### config.mk
export PLATFORM = sky130hd
export DESIGN_NAME = sphere_collision_pair_tracker
export DESIGN_NICKNAME = d
export VERILOG_FILES = /design/src/sv/sphc_pkg.sv /design/src/sv/sphc_ram.sv /design/src/sv/sphc_dp.sv /design/src/sv/sphc_ctrl.sv /design/src/sv/sphere_collision_pair_tracker.sv
export SDC_FILE = /design/constraint.sdc
export NUM_CORES = 2
export LEC_CHECK = 0
export ABC_AREA = 1
export BUFFER_PORTS_ARGS = -buffer_cell sky130_fd_sc_hd__clkbuf_2
export CAP_MARGIN = 20
export CORE_AREA = 2 2 470 472
export DETAILED_ROUTE_END_ITERATION = 8
export DIE_AREA = 0 0 472 474
export PLACE_DENSITY_LB_ADDON = 0.25
export SYNTH_ARGS = -nofsm -noshare
export SYNTH_HDL_FRONTEND = slang
export SYNTH_SLANG_ARGS = --single-unit
### constraint.sdc
create_clock -name i_clk -period 12.89 [get_ports i_clk]
set_clock_uncertainty 0.15 [all_clocks]
set_input_delay 1.289 -clock i_clk [delete_from_list [all_inputs] [get_ports i_clk]]
set_output_delay 1.289 -clock i_clk [all_outputs]
set_load 0.02 [all_outputs]
### src/sv/sphc_pkg.sv
// shared types and constants for the sphere collision pair tracker
package sphc_pkg;

    localparam int RADIUS_W = 31;
    localparam int OPND_W   = 32;
    localparam int PROD_W   = 2 * OPND_W;
    localparam int ACC_W    = PROD_W + 2;
    localparam int SLOT_W   = 3;

    // calc sequence: operands issued on steps 0..3, squares summed on 2..4, compare on 5
    localparam logic [2:0] STEP_LAST_OPND = 3'd3;
    localparam logic [2:0] STEP_ADD_FIRST = 3'd2;
    localparam logic [2:0] STEP_ADD_LAST  = 3'd4;
    localparam logic [2:0] STEP_CMP       = 3'd5;

    localparam logic [1:0] SEL_X    = 2'd0;
    localparam logic [1:0] SEL_Y    = 2'd1;
    localparam logic [1:0] SEL_Z    = 2'd2;
    localparam logic [1:0] SEL_RSUM = 2'd3;

    typedef enum logic [1:0] {
        OP_LOAD  = 2'd0,
        OP_DROP  = 2'd1,
        OP_FRAME = 2'd2
    } t_op;

    typedef enum logic [1:0] {
        EV_ENTER = 2'd0,
        EV_STAY  = 2'd1,
        EV_EXIT  = 2'd2
    } t_kind;

    typedef struct packed {
        logic       load;
        logic       drop;
        logic       rd_b;
        logic       cap_a;
        logic       cap_b;
        logic       acc_clr;
        logic       opnd_ld;
        logic [1:0] opnd_sel;
        logic       acc_add;
        logic       push;
        t_kind      kind;
        logic       set_act;
        logic       clr_act;
        logic       flush;
    } t_dp_cmd;

    typedef struct packed {
        logic pres_a;
        logic pres_b;
        logic act;
        logic touch;
        logic pend_v;
        logic can_push;
    } t_dp_status;

endpackage

### src/sv/sphc_ram.sv
// generic single write port ram with registered read
module sphc_ram #(
    parameter int WIDTH = 32,
    parameter int DEPTH = 8
) (
    input  logic                     i_clk,
    input  logic                     i_wr_en,
    input  logic [$clog2(DEPTH)-1:0] i_wr_addr,
    input  logic [WIDTH-1:0]         i_wr_data,
    input  logic [$clog2(DEPTH)-1:0] i_rd_addr,
    output logic [WIDTH-1:0]         o_rd_data
);
    logic [WIDTH-1:0] r_mem [DEPTH];
    logic [WIDTH-1:0] r_rd_data;

    always_ff @(posedge i_clk) begin
        if (i_wr_en) begin
            r_mem[i_wr_addr] <= i_wr_data;
        end
        r_rd_data <= r_mem[i_rd_addr];
    end

    assign o_rd_data = r_rd_data;
endmodule

### src/sv/sphc_dp.sv
// datapath: entity store, presence and pair flags, squared distance unit, event output
module sphc_dp #(
    parameter int MAX_ENTITIES = 8,
    parameter int COORD_WIDTH  = 32
) (
    input  logic                            i_clk,
    input  logic                            i_rst_n,
    input  sphc_pkg::t_dp_cmd               i_cmd,
    output sphc_pkg::t_dp_status            o_st,
    input  logic [$clog2(MAX_ENTITIES)-1:0] i_idx,
    input  logic [$clog2(MAX_ENTITIES)-1:0] i_pair_a,
    input  logic [$clog2(MAX_ENTITIES)-1:0] i_pair_b,
    input  logic [31:0]                     i_pos_x,
    input  logic [31:0]                     i_pos_y,
    input  logic [31:0]                     i_pos_z,
    input  logic [30:0]                     i_radius,
    output logic                            o_out_valid,
    input  logic                            i_out_stall,
    output logic [1:0]                      o_event_kind,
    output logic [2:0]                      o_first_slot,
    output logic [2:0]                      o_second_slot,
    output logic                            o_last_event
);
    import sphc_pkg::*;

    localparam int IW = $clog2(MAX_ENTITIES);
    localparam int CW = COORD_WIDTH;
    localparam int EW = 3 * CW + RADIUS_W;

    // entity word: {radius, z, y, x}
    logic [EW-1:0] wr_data;
    logic [EW-1:0] rd_data;
    logic [IW-1:0] rd_addr;

    logic [EW-1:0] r_ent_a;
    logic [EW-1:0] r_ent_b;

    logic [MAX_ENTITIES-1:0] r_present;
    logic [MAX_ENTITIES-1:0] r_active [MAX_ENTITIES];

    logic [OPND_W-1:0] r_opnd;
    logic [OPND_W-1:0] n_opnd;
    logic [PROD_W-1:0] r_prod;
    logic [ACC_W-1:0]  r_acc;

    logic              r_pend_v;
    t_kind             r_pend_kind;
    logic [SLOT_W-1:0] r_pend_a;
    logic [SLOT_W-1:0] r_pend_b;

    logic              r_out_v;
    t_kind             r_out_kind;
    logic [SLOT_W-1:0] r_out_a;
    logic [SLOT_W-1:0] r_out_b;
    logic              r_out_last;

    logic out_free;

    logic signed [CW-1:0] ca;
    logic signed [CW-1:0] cb;
    logic signed [CW:0]   diff;
    logic [CW:0]          dmag;
    logic [OPND_W-1:0]    rsum;

    logic [IW+SLOT_W-1:0] a_ext;
    logic [IW+SLOT_W-1:0] b_ext;

    assign wr_data = {i_radius, i_pos_z[CW-1:0], i_pos_y[CW-1:0], i_pos_x[CW-1:0]};
    assign rd_addr = i_cmd.rd_b ? i_pair_b : i_pair_a;

    sphc_ram #(
        .WIDTH (EW),
        .DEPTH (MAX_ENTITIES)
    ) u_ent_ram (
        .i_clk     (i_clk),
        .i_wr_en   (i_cmd.load),
        .i_wr_addr (i_idx),
        .i_wr_data (wr_data),
        .i_rd_addr (rd_addr),
        .o_rd_data (rd_data)
    );

    // operand select: coordinate distance magnitude or radius sum
    always_comb begin
        ca = r_ent_a[CW-1:0];
        cb = r_ent_b[CW-1:0];
        case (i_cmd.opnd_sel)
            SEL_X: begin
                ca = r_ent_a[CW-1:0];
                cb = r_ent_b[CW-1:0];
            end
            SEL_Y: begin
                ca = r_ent_a[2*CW-1:CW];
                cb = r_ent_b[2*CW-1:CW];
            end
            SEL_Z: begin
                ca = r_ent_a[3*CW-1:2*CW];
                cb = r_ent_b[3*CW-1:2*CW];
            end
            default: begin
                ca = r_ent_a[CW-1:0];
                cb = r_ent_b[CW-1:0];
            end
        endcase
        diff = {ca[CW-1], ca} - {cb[CW-1], cb};
        dmag = diff[CW] ? (-diff) : diff;
        rsum = OPND_W'({1'b0, r_ent_a[EW-1:3*CW]}) + OPND_W'({1'b0, r_ent_b[EW-1:3*CW]});
        n_opnd = (i_cmd.opnd_sel == SEL_RSUM) ? rsum : OPND_W'(dmag[CW-1:0]);
    end

    always_ff @(posedge i_clk) begin
        if (i_cmd.cap_a) begin
            r_ent_a <= rd_data;
        end
        if (i_cmd.cap_b) begin
            r_ent_b <= rd_data;
        end
        if (i_cmd.opnd_ld) begin
            r_opnd <= n_opnd;
        end
        r_prod <= r_opnd * r_opnd;
        if (i_cmd.acc_clr) begin
            r_acc <= '0;
        end else if (i_cmd.acc_add) begin
            r_acc <= r_acc + ACC_W'(r_prod);
        end
    end

    // presence and pair activity flags
    always_ff @(posedge i_clk) begin
        if (!i_rst_n) begin
            r_present <= '0;
            for (int i = 0; i < MAX_ENTITIES; i++) begin
                r_active[i] <= '0;
            end
        end else begin
            if (i_cmd.load) begin
                r_present[i_idx] <= 1'b1;
            end else if (i_cmd.drop) begin
                r_present[i_idx] <= 1'b0;
            end
            if (i_cmd.set_act) begin
                r_active[i_pair_a][i_pair_b] <= 1'b1;
            end else if (i_cmd.clr_act) begin
                r_active[i_pair_a][i_pair_b] <= 1'b0;
            end
        end
    end

    // one event is held back so the final one of a frame can be marked
    assign out_free = !r_out_v || !i_out_stall;
    assign a_ext    = {{SLOT_W{1'b0}}, i_pair_a};
    assign b_ext    = {{SLOT_W{1'b0}}, i_pair_b};

    always_ff @(posedge i_clk) begin
        if (!i_rst_n) begin
            r_pend_v <= 1'b0;
            r_out_v  <= 1'b0;
        end else begin
            if (i_cmd.push) begin
                r_pend_v <= 1'b1;
            end else if (i_cmd.flush) begin
                r_pend_v <= 1'b0;
            end
            if ((i_cmd.push || i_cmd.flush) && r_pend_v) begin
                r_out_v <= 1'b1;
            end else if (!i_out_stall) begin
                r_out_v <= 1'b0;
            end
        end
    end

    always_ff @(posedge i_clk) begin
        if (i_cmd.push) begin
            r_pend_kind <= i_cmd.kind;
            r_pend_a    <= a_ext[SLOT_W-1:0];
            r_pend_b    <= b_ext[SLOT_W-1:0];
        end
        if ((i_cmd.push || i_cmd.flush) && r_pend_v) begin
            r_out_kind <= r_pend_kind;
            r_out_a    <= r_pend_a;
            r_out_b    <= r_pend_b;
            r_out_last <= i_cmd.flush;
        end
    end

    assign o_out_valid   = r_out_v;
    assign o_event_kind  = r_out_kind;
    assign o_first_slot  = r_out_a;
    assign o_second_slot = r_out_b;
    assign o_last_event  = r_out_last;

    assign o_st.pres_a   = r_present[i_pair_a];
    assign o_st.pres_b   = r_present[i_pair_b];
    assign o_st.act      = r_active[i_pair_a][i_pair_b];
    assign o_st.touch    = (r_acc[ACC_W-1:PROD_W] == 2'b00) && (r_acc[PROD_W-1:0] <= r_prod);
    assign o_st.pend_v   = r_pend_v;
    assign o_st.can_push = !r_pend_v || out_free;
endmodule

### src/sv/sphc_ctrl.sv
// controller: item decode, pair walk and calc sequencing
module sphc_ctrl #(
    parameter int MAX_ENTITIES = 8
) (
    input  logic                            i_clk,
    input  logic                            i_rst_n,
    input  logic                            i_in_valid,
    output logic                            o_in_stall,
    input  logic [1:0]                      i_opcode,
    input  logic [2:0]                      i_slot,
    input  sphc_pkg::t_dp_status            i_st,
    output sphc_pkg::t_dp_cmd               o_cmd,
    output logic [$clog2(MAX_ENTITIES)-1:0] o_idx,
    output logic [$clog2(MAX_ENTITIES)-1:0] o_pair_a,
    output logic [$clog2(MAX_ENTITIES)-1:0] o_pair_b
);
    import sphc_pkg::*;

    localparam int IW = $clog2(MAX_ENTITIES);
    localparam logic [IW-1:0] A_LAST = IW'(MAX_ENTITIES - 2);
    localparam logic [IW-1:0] B_LAST = IW'(MAX_ENTITIES - 1);

    typedef enum logic [6:0] {
        S_IDLE  = 7'b0000001,
        S_PAIR  = 7'b0000010,
        S_RDA   = 7'b0000100,
        S_RDB   = 7'b0001000,
        S_CAPB  = 7'b0010000,
        S_CALC  = 7'b0100000,
        S_FLUSH = 7'b1000000
    } t_state;

    t_state        r_state;
    t_state        n_state;
    logic [IW-1:0] r_a;
    logic [IW-1:0] n_a;
    logic [IW-1:0] r_b;
    logic [IW-1:0] n_b;
    logic [2:0]    r_step;
    logic [2:0]    n_step;

    logic                accept;
    logic                slot_ok;
    logic [IW+SLOT_W-1:0] slot_ext;
    logic                advance;
    logic                do_emit;
    t_kind               emit_kind;

    assign accept   = i_in_valid && (r_state == S_IDLE);
    assign slot_ok  = 32'(i_slot) < MAX_ENTITIES;
    assign slot_ext = {{IW{1'b0}}, i_slot};

    assign o_in_stall = (r_state != S_IDLE);
    assign o_idx      = slot_ext[IW-1:0];
    assign o_pair_a   = r_a;
    assign o_pair_b   = r_b;

    always_comb begin
        n_state   = r_state;
        n_a       = r_a;
        n_b       = r_b;
        n_step    = r_step;
        o_cmd     = '0;
        o_cmd.kind = EV_ENTER;
        advance   = 1'b0;
        do_emit   = 1'b0;
        emit_kind = EV_EXIT;

        case (r_state)
            S_IDLE: begin
                if (accept) begin
                    case (t_op'(i_opcode))
                        OP_LOAD: o_cmd.load = slot_ok;
                        OP_DROP: o_cmd.drop = slot_ok;
                        OP_FRAME: begin
                            n_a     = '0;
                            n_b     = IW'(1);
                            n_state = S_PAIR;
                        end
                        default: ;
                    endcase
                end
            end
            S_PAIR: begin
                if (i_st.pres_a && i_st.pres_b) begin
                    n_state = S_RDA;
                end else if (i_st.act) begin
                    do_emit   = 1'b1;
                    emit_kind = EV_EXIT;
                end else begin
                    advance = 1'b1;
                end
            end
            S_RDA: begin
                n_state = S_RDB;
            end
            S_RDB: begin
                o_cmd.rd_b  = 1'b1;
                o_cmd.cap_a = 1'b1;
                n_state     = S_CAPB;
            end
            S_CAPB: begin
                o_cmd.cap_b   = 1'b1;
                o_cmd.acc_clr = 1'b1;
                n_step        = '0;
                n_state       = S_CALC;
            end
            S_CALC: begin
                o_cmd.opnd_sel = r_step[1:0];
                o_cmd.opnd_ld  = (r_step <= STEP_LAST_OPND);
                o_cmd.acc_add  = (r_step >= STEP_ADD_FIRST) && (r_step <= STEP_ADD_LAST);
                if (r_step != STEP_CMP) begin
                    n_step = r_step + 3'd1;
                end else if (i_st.touch) begin
                    do_emit   = 1'b1;
                    emit_kind = i_st.act ? EV_STAY : EV_ENTER;
                end else if (i_st.act) begin
                    do_emit   = 1'b1;
                    emit_kind = EV_EXIT;
                end else begin
                    advance = 1'b1;
                end
            end
            S_FLUSH: begin
                if (!i_st.pend_v) begin
                    n_state = S_IDLE;
                end else if (i_st.can_push) begin
                    o_cmd.flush = 1'b1;
                    n_state     = S_IDLE;
                end
            end
            default: n_state = S_IDLE;
        endcase

        // hold in place until the held-back event can move on
        if (do_emit && i_st.can_push) begin
            o_cmd.push    = 1'b1;
            o_cmd.kind    = emit_kind;
            o_cmd.set_act = (emit_kind == EV_ENTER);
            o_cmd.clr_act = (emit_kind == EV_EXIT);
            advance       = 1'b1;
        end

        if (advance) begin
            if (r_b != B_LAST) begin
                n_b     = r_b + IW'(1);
                n_state = S_PAIR;
            end else if (r_a != A_LAST) begin
                n_a     = r_a + IW'(1);
                n_b     = r_a + IW'(2);
                n_state = S_PAIR;
            end else begin
                n_state = S_FLUSH;
            end
        end
    end

    always_ff @(posedge i_clk) begin
        if (!i_rst_n) begin
            r_state <= S_IDLE;
            r_a     <= '0;
            r_b     <= '0;
            r_step  <= '0;
        end else begin
            r_state <= n_state;
            r_a     <= n_a;
            r_b     <= n_b;
            r_step  <= n_step;
        end
    end
endmodule

### src/sv/sphere_collision_pair_tracker.sv
// top level of the sphere collision pair tracker
//
// keeps up to MAX_ENTITIES sphere entities (signed Q16.16 position, unsigned
// Q15.16 radius) and a touching flag per slot pair. a load beat writes an
// entity and marks it present, a drop beat clears its presence; both give no
// result. an end-of-frame beat walks every pair (a, b) with
// a < b in ascending order and emits enter, stay or exit beats, the final one
// of the frame flagged by o_last_event; a frame with no events gives nothing.
// the touch test is exact: dx^2 + dy^2 + dz^2 <= (ra + rb)^2 in Q32.32 with
// no rounding. a pair with an absent slot counts as not touching. loads or
// drops to a slot at or above MAX_ENTITIES and opcode three are ignored.
// a pair with an absent slot is settled in the S_PAIR state; a pair of present
// slots goes on through S_RDA, S_RDB, S_CAPB and the calc steps, reading both
// entities through the single read port of the entity ram and passing four
// operands (three distance terms and the radius sum) through one shared 32x32
// multiplier with registered product and accumulator. a closing S_FLUSH state
// releases the last event, and output stalls can hold the walk. input stall
// stays high for the whole walk; finished events wait in a pending register
// and an output register, so the walk keeps going while the consumer stalls
// until both are full and another event is due.
module sphere_collision_pair_tracker #(
    parameter int MAX_ENTITIES = 8,
    parameter int COORD_WIDTH  = 32
) (
    input  logic        i_clk,
    input  logic        i_rst_n,
    // item channel
    input  logic        i_in_valid,
    output logic        o_in_stall,
    input  logic [1:0]  i_opcode,
    input  logic [2:0]  i_slot,
    input  logic [31:0] i_pos_x,
    input  logic [31:0] i_pos_y,
    input  logic [31:0] i_pos_z,
    input  logic [30:0] i_radius,
    // event channel
    output logic        o_out_valid,
    input  logic        i_out_stall,
    output logic [1:0]  o_event_kind,
    output logic [2:0]  o_first_slot,
    output logic [2:0]  o_second_slot,
    output logic        o_last_event
);
    import sphc_pkg::*;

    localparam int IW = $clog2(MAX_ENTITIES);

    t_dp_cmd    cmd;
    t_dp_status st;
    logic [IW-1:0] idx;
    logic [IW-1:0] pair_a;
    logic [IW-1:0] pair_b;

    // decode and pair walk
    sphc_ctrl #(
        .MAX_ENTITIES (MAX_ENTITIES)
    ) u_ctrl (
        .i_clk      (i_clk),
        .i_rst_n    (i_rst_n),
        .i_in_valid (i_in_valid),
        .o_in_stall (o_in_stall),
        .i_opcode   (i_opcode),
        .i_slot     (i_slot),
        .i_st       (st),
        .o_cmd      (cmd),
        .o_idx      (idx),
        .o_pair_a   (pair_a),
        .o_pair_b   (pair_b)
    );

    // entity store, distance unit and event output register
    sphc_dp #(
        .MAX_ENTITIES (MAX_ENTITIES),
        .COORD_WIDTH  (COORD_WIDTH)
    ) u_dp (
        .i_clk         (i_clk),
        .i_rst_n       (i_rst_n),
        .i_cmd         (cmd),
        .o_st          (st),
        .i_idx         (idx),
        .i_pair_a      (pair_a),
        .i_pair_b      (pair_b),
        .i_pos_x       (i_pos_x),
        .i_pos_y       (i_pos_y),
        .i_pos_z       (i_pos_z),
        .i_radius      (i_radius),
        .o_out_valid   (o_out_valid),
        .i_out_stall   (i_out_stall),
        .o_event_kind  (o_event_kind),
        .o_first_slot  (o_first_slot),
        .o_second_slot (o_second_slot),
        .o_last_event  (o_last_event)
    );
endmodule

Word-level counts from Yosys, hierarchy flattened:

Memories as Yosys holds them, arrays and structs flattened. A register that Yosys moved wholly into a read port is not among the register bits.
Cells that the tools add are included.

* register bits: 459
* memory bits (writable): 1080
* bits of input ports: 136
* output and inout port bits: 11
* word-level logic and storage cells: 189
* memories: 2

Memory list
* u_dp.u_ent_ram.r_mem: depth 8, bits a word 127, rd ports 1, clocked after Yosys merged registers in 1, wr ports 1, RTL line sphc_ram.sv:13 `logic [WIDTH-1:0] r_mem [DEPTH];`
* u_dp.r_active: depth 8, bits a word 8, rd ports 1, clocked after Yosys merged registers in 1, wr ports 8, RTL line sphc_dp.sv:39 `logic [MAX_ENTITIES-1:0] r_active [MAX_ENTITIES];`

* add/subtract/negate cells: 8
* multipliers: 1
* order comparisons: 9
* equal/unequal tests: 24
* muxes and demuxes: 92
* bitwise operators: 11
* reduce and logical (&&, ||, !) cells: 23

Operators by type and width (count)
* 32-bit case mux with 2 select lines: 2
* 66-bit by 64-bit adder with 66-bit output: 1
* 64-bit <= comparator: 1
* 32-bit by 32-bit multiplier with 64-bit output: 1
* 32-bit two-way mux: 2
* 7-bit two-way mux: 8
* 7-bit case mux with 7 select lines: 1
* 3-bit two-way mux: 16
* 8-bit two-way mux: 6
* 1-bit two-way mux: 40
* 32-bit by 32-bit subtractor with 33-bit output: 1
* 31-bit by 31-bit adder with 32-bit output: 1
* 32-bit negator: 1
* 2-bit two-way mux: 7
* 3-bit by 4-bit less-than comparator with 1-bit output, second input constant: 3
* 3-bit by 1-bit adder with 3-bit output, second input constant: 3
* 1-bit binary-select mux with 3-bit select: 3
* 3-bit != test, second input constant: 3
* 8-bit AND: 1
* 2-bit equality test, second input constant: 4
* 1-bit logical AND: 8
* 8-bit inverter: 1
* 1-bit OR: 8
* 8-bit OR: 1
* other kinds (30): 45

Depth between registers and ports, before layout:

* depth in word-level cells: 15
* gate-level depth with buffers: 37
* gate-level depth less buffers: 35

By module:

From an unflattened synthesis, not the netlist that was laid out.

* cells, all modules: 11920
* area, all modules: 107488.1 µm²

Modules (own cells, without submodules)
* sphc_dp: times used 1, cells each 7183, area an instance 59429.5 µm², seq. area each 13803.2 µm²
* sphc_ram: times used 1, cells each 4534, area an instance 46753.6 µm², seq. area each 33051.7 µm²
* sphc_ctrl: times used 1, cells each 203, area an instance 1305.0 µm², seq. area each 320.3 µm²

Least setup slack after synthesis:

No wires, ideal clock.

* kind: input port to flip-flop
* start point: in i_in_valid
* end point: reg u_dp.r_present[1]
* setup time: 98 ps
* data arrival time: 10920 ps
* required time: 12642 ps
* setup slack: 1723 ps
* stages on the path: 5
* path buffers: 0
* path through: nand2_1 > nor2_1 > nand2_1 > nor3_1 > o21a_1

* longest elaborated chain between the ends: 4
* elaborated cells between the ends (all ways): 5
* classes of those cells: 3 x mux; 2 x reduce/logical

Ends and longest elaborated chain
* start, declared: RTL line sphere_collision_pair_tracker.sv:28 `input logic i_in_valid,`
* 1-bit logical AND (*): RTL line sphc_ctrl.sv:49 `assign accept = i_in_valid && (r_state == S_IDLE);`
* 2-bit two-way mux (*): RTL line sphc_ctrl.sv:71 `if (accept) begin`
* 2-bit two-way mux (*): RTL line sphc_ctrl.sv:69 `case (r_state)`
* 8-bit two-way mux or 2-bit nonzero test (tied branches)
* end signal, assigned: RTL line sphc_dp.sv:132 `r_present <= '0;`
* end signal, assigned by index: RTL line sphc_dp.sv:138 `r_present[i_idx] <= 1'b1;`
* end signal, assigned by index: RTL line sphc_dp.sv:140 `r_present[i_idx] <= 1'b0;`
* end, declared: RTL line sphc_dp.sv:38 `logic [MAX_ENTITIES-1:0] r_present;`

Mark *: on every way between the ends. The rest lies on a longest branch, timed or not.
A chain may end at the register's enable or synchronous reset.

Worst setup path in the final report:

* start point: reg u_dp.r_opnd[21]
* end point: reg u_dp.r_prod[47]

* longest elaborated chain between the ends: 1

Ends and longest elaborated chain
* start, declared: RTL line sphc_dp.sv:41 `logic [OPND_W-1:0] r_opnd;`
* start signal, assigned: RTL line sphc_dp.sv:119 `r_opnd <= n_opnd;`
* 32-bit by 32-bit multiplier with 64-bit output: RTL line sphc_dp.sv:121 `r_prod <= r_opnd * r_opnd;`
* end signal, assigned: RTL line sphc_dp.sv:121
* end, declared: RTL line sphc_dp.sv:43 `logic [PROD_W-1:0] r_prod;`

Every way passes these cells.

==> results_tabular.tex <==
\begin{tabular}{lr}
\hline
Metric & Value \\
\hline
\multicolumn{2}{l}{\textbf{Run status}} \\
\quad Run status & complete, no violations \\
\multicolumn{2}{l}{\textbf{Die}} \\
\quad Die ar. & 0.2237 mm² \\
\quad Std-Cell Core Area & 0.2187 mm² \\
\quad Num ports & 147 \\
\quad Starting Density & 0.4674 \\
\quad Die extent in y & 474 µm \\
\quad Die X-Extent & 472 µm \\
\quad Total number of placement rows & 172 \\
\multicolumn{2}{l}{\textbf{Timing}} \\
\quad Period utilization & 0.6333 \\
\quad Transition time of the tightest slew-check pin & 1.185 ns \\
\quad Final-report max-slew violation count & 0 \\
\quad Setup total negative slack & 0 ns \\
\quad Unrepaired setup endpoints after global routing & false \\
\quad F\_max & 122.5 MHz \\
\quad Worst slew margin relative to its limit & 0.2016 \\
\quad Worst path setup slack after routing & 4.726 ns \\
\quad Final hold violation count & 0 \\
\quad Min cycle time layout & 8.164 ns \\
\quad Total of endpoints with negative setup slack in the final report & 0 \\
\multicolumn{2}{l}{\textbf{Critical path}} \\
\quad Slowest library cell on the worst path & fa\_1 \\
\quad Capturing element type of the critical path & register \\
\quad Family with the most delay on the worst path & adder cells \\
\quad Critical Path Max Stage Delay & 0.64 ns \\
\quad Data arrival time of the worst path & 8.76 ns \\
\quad Reg-to-reg critical path startpoint & u\_dp.r\_opnd[21] \\
\quad Most frequent cell on the critical path & fa\_1 \\
\quad Logic depth of the worst register-to-register path & 25 \\
\quad CP Depth & 25 \\
\quad Sum of buffers and inverters on the critical path & 5 \\
\quad Kind of critical path & reg -> reg \\
\quad Endpoint required time on the critical path & 13.49 ns \\
\quad Capture instance of the worst register-to-register path & u\_dp.r\_prod[47] \\
\quad Worst Path Max Fanout & 27 \\
\quad Reg2Reg Setup Slack & 4.73 ns \\
\quad Critical path launch point type & register \\
\multicolumn{2}{l}{\textbf{Logic synthesis}} \\
\quad Post-Synthesis Net Count & 11,580 \\
\quad Dominant register cell in the synthesized netlist & edfxtp\_1 \\
\quad Synth Cell Area & 0.1022 mm² \\
\quad Post-synthesis cell type with the largest combined area & edfxtp\_1 \\
\quad Post-synth EDFFs & 1,383 \\
\quad Cell types with the largest area share after synthesis & edfxtp\_1, fa\_1, inv\_1, ha\_1, dfxtp\_1 \\
\quad Proportion of synthesized chip area in sequential cells & 0.4616 \\
\quad Seq cells post-synth & 1,665 \\
\quad Area share of the leading cell type in the synthesized netlist & 0.4064 \\
\quad Mean Syn Cell Area & 10.07 µm² \\
\quad Gate count after technology mapping & 10,150 \\
\quad Share of flip-flops with an asynchronous set or reset after synthesis & 0 \\
\quad Count of unique library cells instantiated by Yosys & 55 \\
\quad Synth warn & 0 \\
\multicolumn{2}{l}{\textbf{Pwr}} \\
\quad Reg power frac & 0.530 \\
\quad Max IR drop VDD & 0.1379 mV \\
\quad Switching share of total power & 0.2041 \\
\quad Internal power of the cells & 8.787 mW \\
\quad Clock power share & 0.459 \\
\quad Portion of total power attributed to combinational logic & 0.011 \\
\quad Leak Pwr & 49.73 nW \\
\quad Sw Pwr & 2.253 mW \\
\quad Power density over the cells & 98.80 mW/mm² \\
\multicolumn{2}{l}{\textbf{Clocking}} \\
\quad Clock slew at the register clock pins of the worst setup and hold paths & 0.06 ns \\
\quad Total of hold buffers inserted after clock tree synthesis & 0 \\
\quad Total number of clock tree sinks & 1,665 \\
\quad Max Buffers Root-to-Sink & 3 \\
\quad CTS tree & done \\
\quad Buffer cell driving the clock tree root & clkbuf\_16 \\
\quad Number of post-CTS setup repair buffers & 0 \\
\quad PostCTS Resize Cnt & 0 \\
\quad H-tree depth reported by CTS & 4 \\
\quad Number of CTS-inserted buffers & 170 \\
\quad Skew-Pair Late Insertion Delay & 0.85 ns \\
\multicolumn{2}{l}{\textbf{Global route}} \\
\quad Number of antenna violations at the first check in global routing & 42 \\
\quad Combined global-route utilization of all metal layers & 0.2385 \\
\quad Overall overflow remaining after global route & 0 \\
\quad Pin count of the biggest net entering global routing & 194 \\
\quad Number of global-route vias before repair & 72,560 \\
\quad Wire length of the first global-routing pass & 416.3 mm \\
\multicolumn{2}{l}{\textbf{Layout}} \\
\quad Nets@finish & 11,590 \\
\quad Most common cell after layout, fill and taps aside & inv\_1 \\
\quad Fraction of layout cells with a size suffix above 1 & 0.05414 \\
\quad Area grow syn2layout & 9.342\% \\
\quad Commonest cells after routing, fill and taps aside & inv\_1, edfxtp\_1, nand2\_1, nor2\_1, o21ai\_0 \\
\multicolumn{2}{l}{\textbf{Flow run}} \\
\quad Count of maximum capacitance violations & 0 \\
\multicolumn{2}{l}{\textbf{Place}} \\
\quad Routability congestion estimate from global placement & 0.9447 \\
\quad Port buffer count & 146 \\
\quad Worst setup timing slack at the placement stage & 4.024 ns \\
\quad Half-perimeter wire length after placement & 184.4 mm \\
\multicolumn{2}{l}{\textbf{Routing}} \\
\quad Post-route DRC violation count & 0 \\
\quad Starting DRC count in detailed routing & 5,659 \\
\quad Vias after detailed routing & 70,780 \\
\quad Remaining antenna violation count & 0 \\
\quad Post-DR wirelength/cell & 20.19 µm \\
\quad Routed Wire Length & 266.2 mm \\
\quad Detailed-router iteration count before antenna repair & 6 \\
\quad Via/cell ratio & 5.368 \\
\multicolumn{2}{l}{\textbf{Worst hold path}} \\
\quad Worst hold path endpoint & u\_dp.o\_first\_slot[2] \\
\quad Hold Crit Start & u\_dp.r\_pend\_a[2] \\
\quad Hold Path Depth & 0 \\
\quad Kind of path behind the tightest hold check & reg -> reg \\
\hline
\end{tabular}
[layer usage]
metal,global-route usage,part of all wire,up-vias
li1,-,-,33300
met1,0.3166,0.43,35100
met2,0.4051,0.49,1869
met3,0.03682,0.056,455
met4,0.06884,0.027,54
met5,0,0.0013,-
[cell families after synthesis]
kind of cell,count (synthesis),share of synthesized area
xor gates and xnor gates,142,0.01217
adders and majority gates,1298,0.2174
buffers and inverters,2286,0.08499
DFF,1665,0.4616
AOI/OAI and AO/OA,1975,0.1142
and+or+nand+nor,2783,0.1097
[synth_stat cells (21+ instances only)]
master and n:
xor2_1 97, inv_1 1871, buf_1 21, nand4_1 54, buf_2 36, dfxtp_1 282
edfxtp_1 1383, o21bai_1 288, clkbuf_1 332, ha_1 502, nor3_1 65, a21oi_1 351
nor2_1 1005, o21a_1 34, a221o_1 64, nand3_1 232, nand2_1 1370, xnor2_1 45
fa_1 796, o22ai_1 131, o21ai_0 845, a31oi_1 148, o211ai_1 36
[state kept, by name, indices dropped and copies added (netlist names), 7 cells and up]
| name | cells |
|---|---|
| u_dp.r_present | 8 |
| u_ctrl.r_state | 7 |
| u_dp.u_ent_ram.o_rd_data | 127 |
| u_dp.r_ent_a | 127 |
| u_dp.u_ent_ram.r_mem | 1016 |
| u_dp.r_acc | 66 |
| u_dp.r_active | 64 |
| u_dp.r_opnd | 32 |
| u_dp.r_prod | 63 |
| u_dp.r_ent_b | 127 |
[through the flow]
step | area, µm² | power (mW) | util | hold WS (ns) | std cells
after global placement | 105800 | 6.083 | 0.4841 | 0.2548 | 12860
after global routing | 111700 | 11.36 | 0.5110 | 0.2794 | 13180
after floorplan | 102200 | 6.016 | - | 0.2503 | 10150
final | 111700 | 11.04 | 0.5111 | 0.2693 | 13180
after detailed placement | 105800 | 6.091 | 0.4841 | 0.2565 | 12860
after CTS | 111700 | 11.14 | 0.5108 | 0.2677 | 13180
[worst max-delay path by stage]
stage	start	endpoint	slack, ns
floorplan	i_in_valid	u_dp.r_present[1]	1.72
global placement	u_ctrl.r_state[2]	u_dp.r_opnd[3]	4.19
detailed placement	u_ctrl.r_state[2]	u_dp.r_opnd[3]	4.02
CTS	u_ctrl.r_state[2]	u_dp.r_opnd[3]	4.02
global route	u_ctrl.r_state[2]	u_dp.r_opnd[4]	4.32
finish	u_dp.r_opnd[21]	u_dp.r_prod[47]	4.73
[final cells by class]
type,instances,area [µm²]
Inverter,1887,7101
Sequential cell,1665,47180
Clock buffer,241,4722
Clock inverter,78,1129
Fill cell,19670,106900
Multi-Input combinational cell,6198,46420
Antenna cell,7,17.52
Tap cell,2871,3592
Timing Repair Buffer,237,1584
[power groups by stage]
stage	Clock (mW)	Sequential (mW)	Combinational [mW]
floorplan	0	5.97	0.0459
global placement	0	5.96	0.119
detailed placement	0	5.97	0.125
CTS	5.16	5.85	0.125
global route	5.36	5.85	0.139
finish	5.06	5.85	0.124
(Power assumes the default switching activity.)
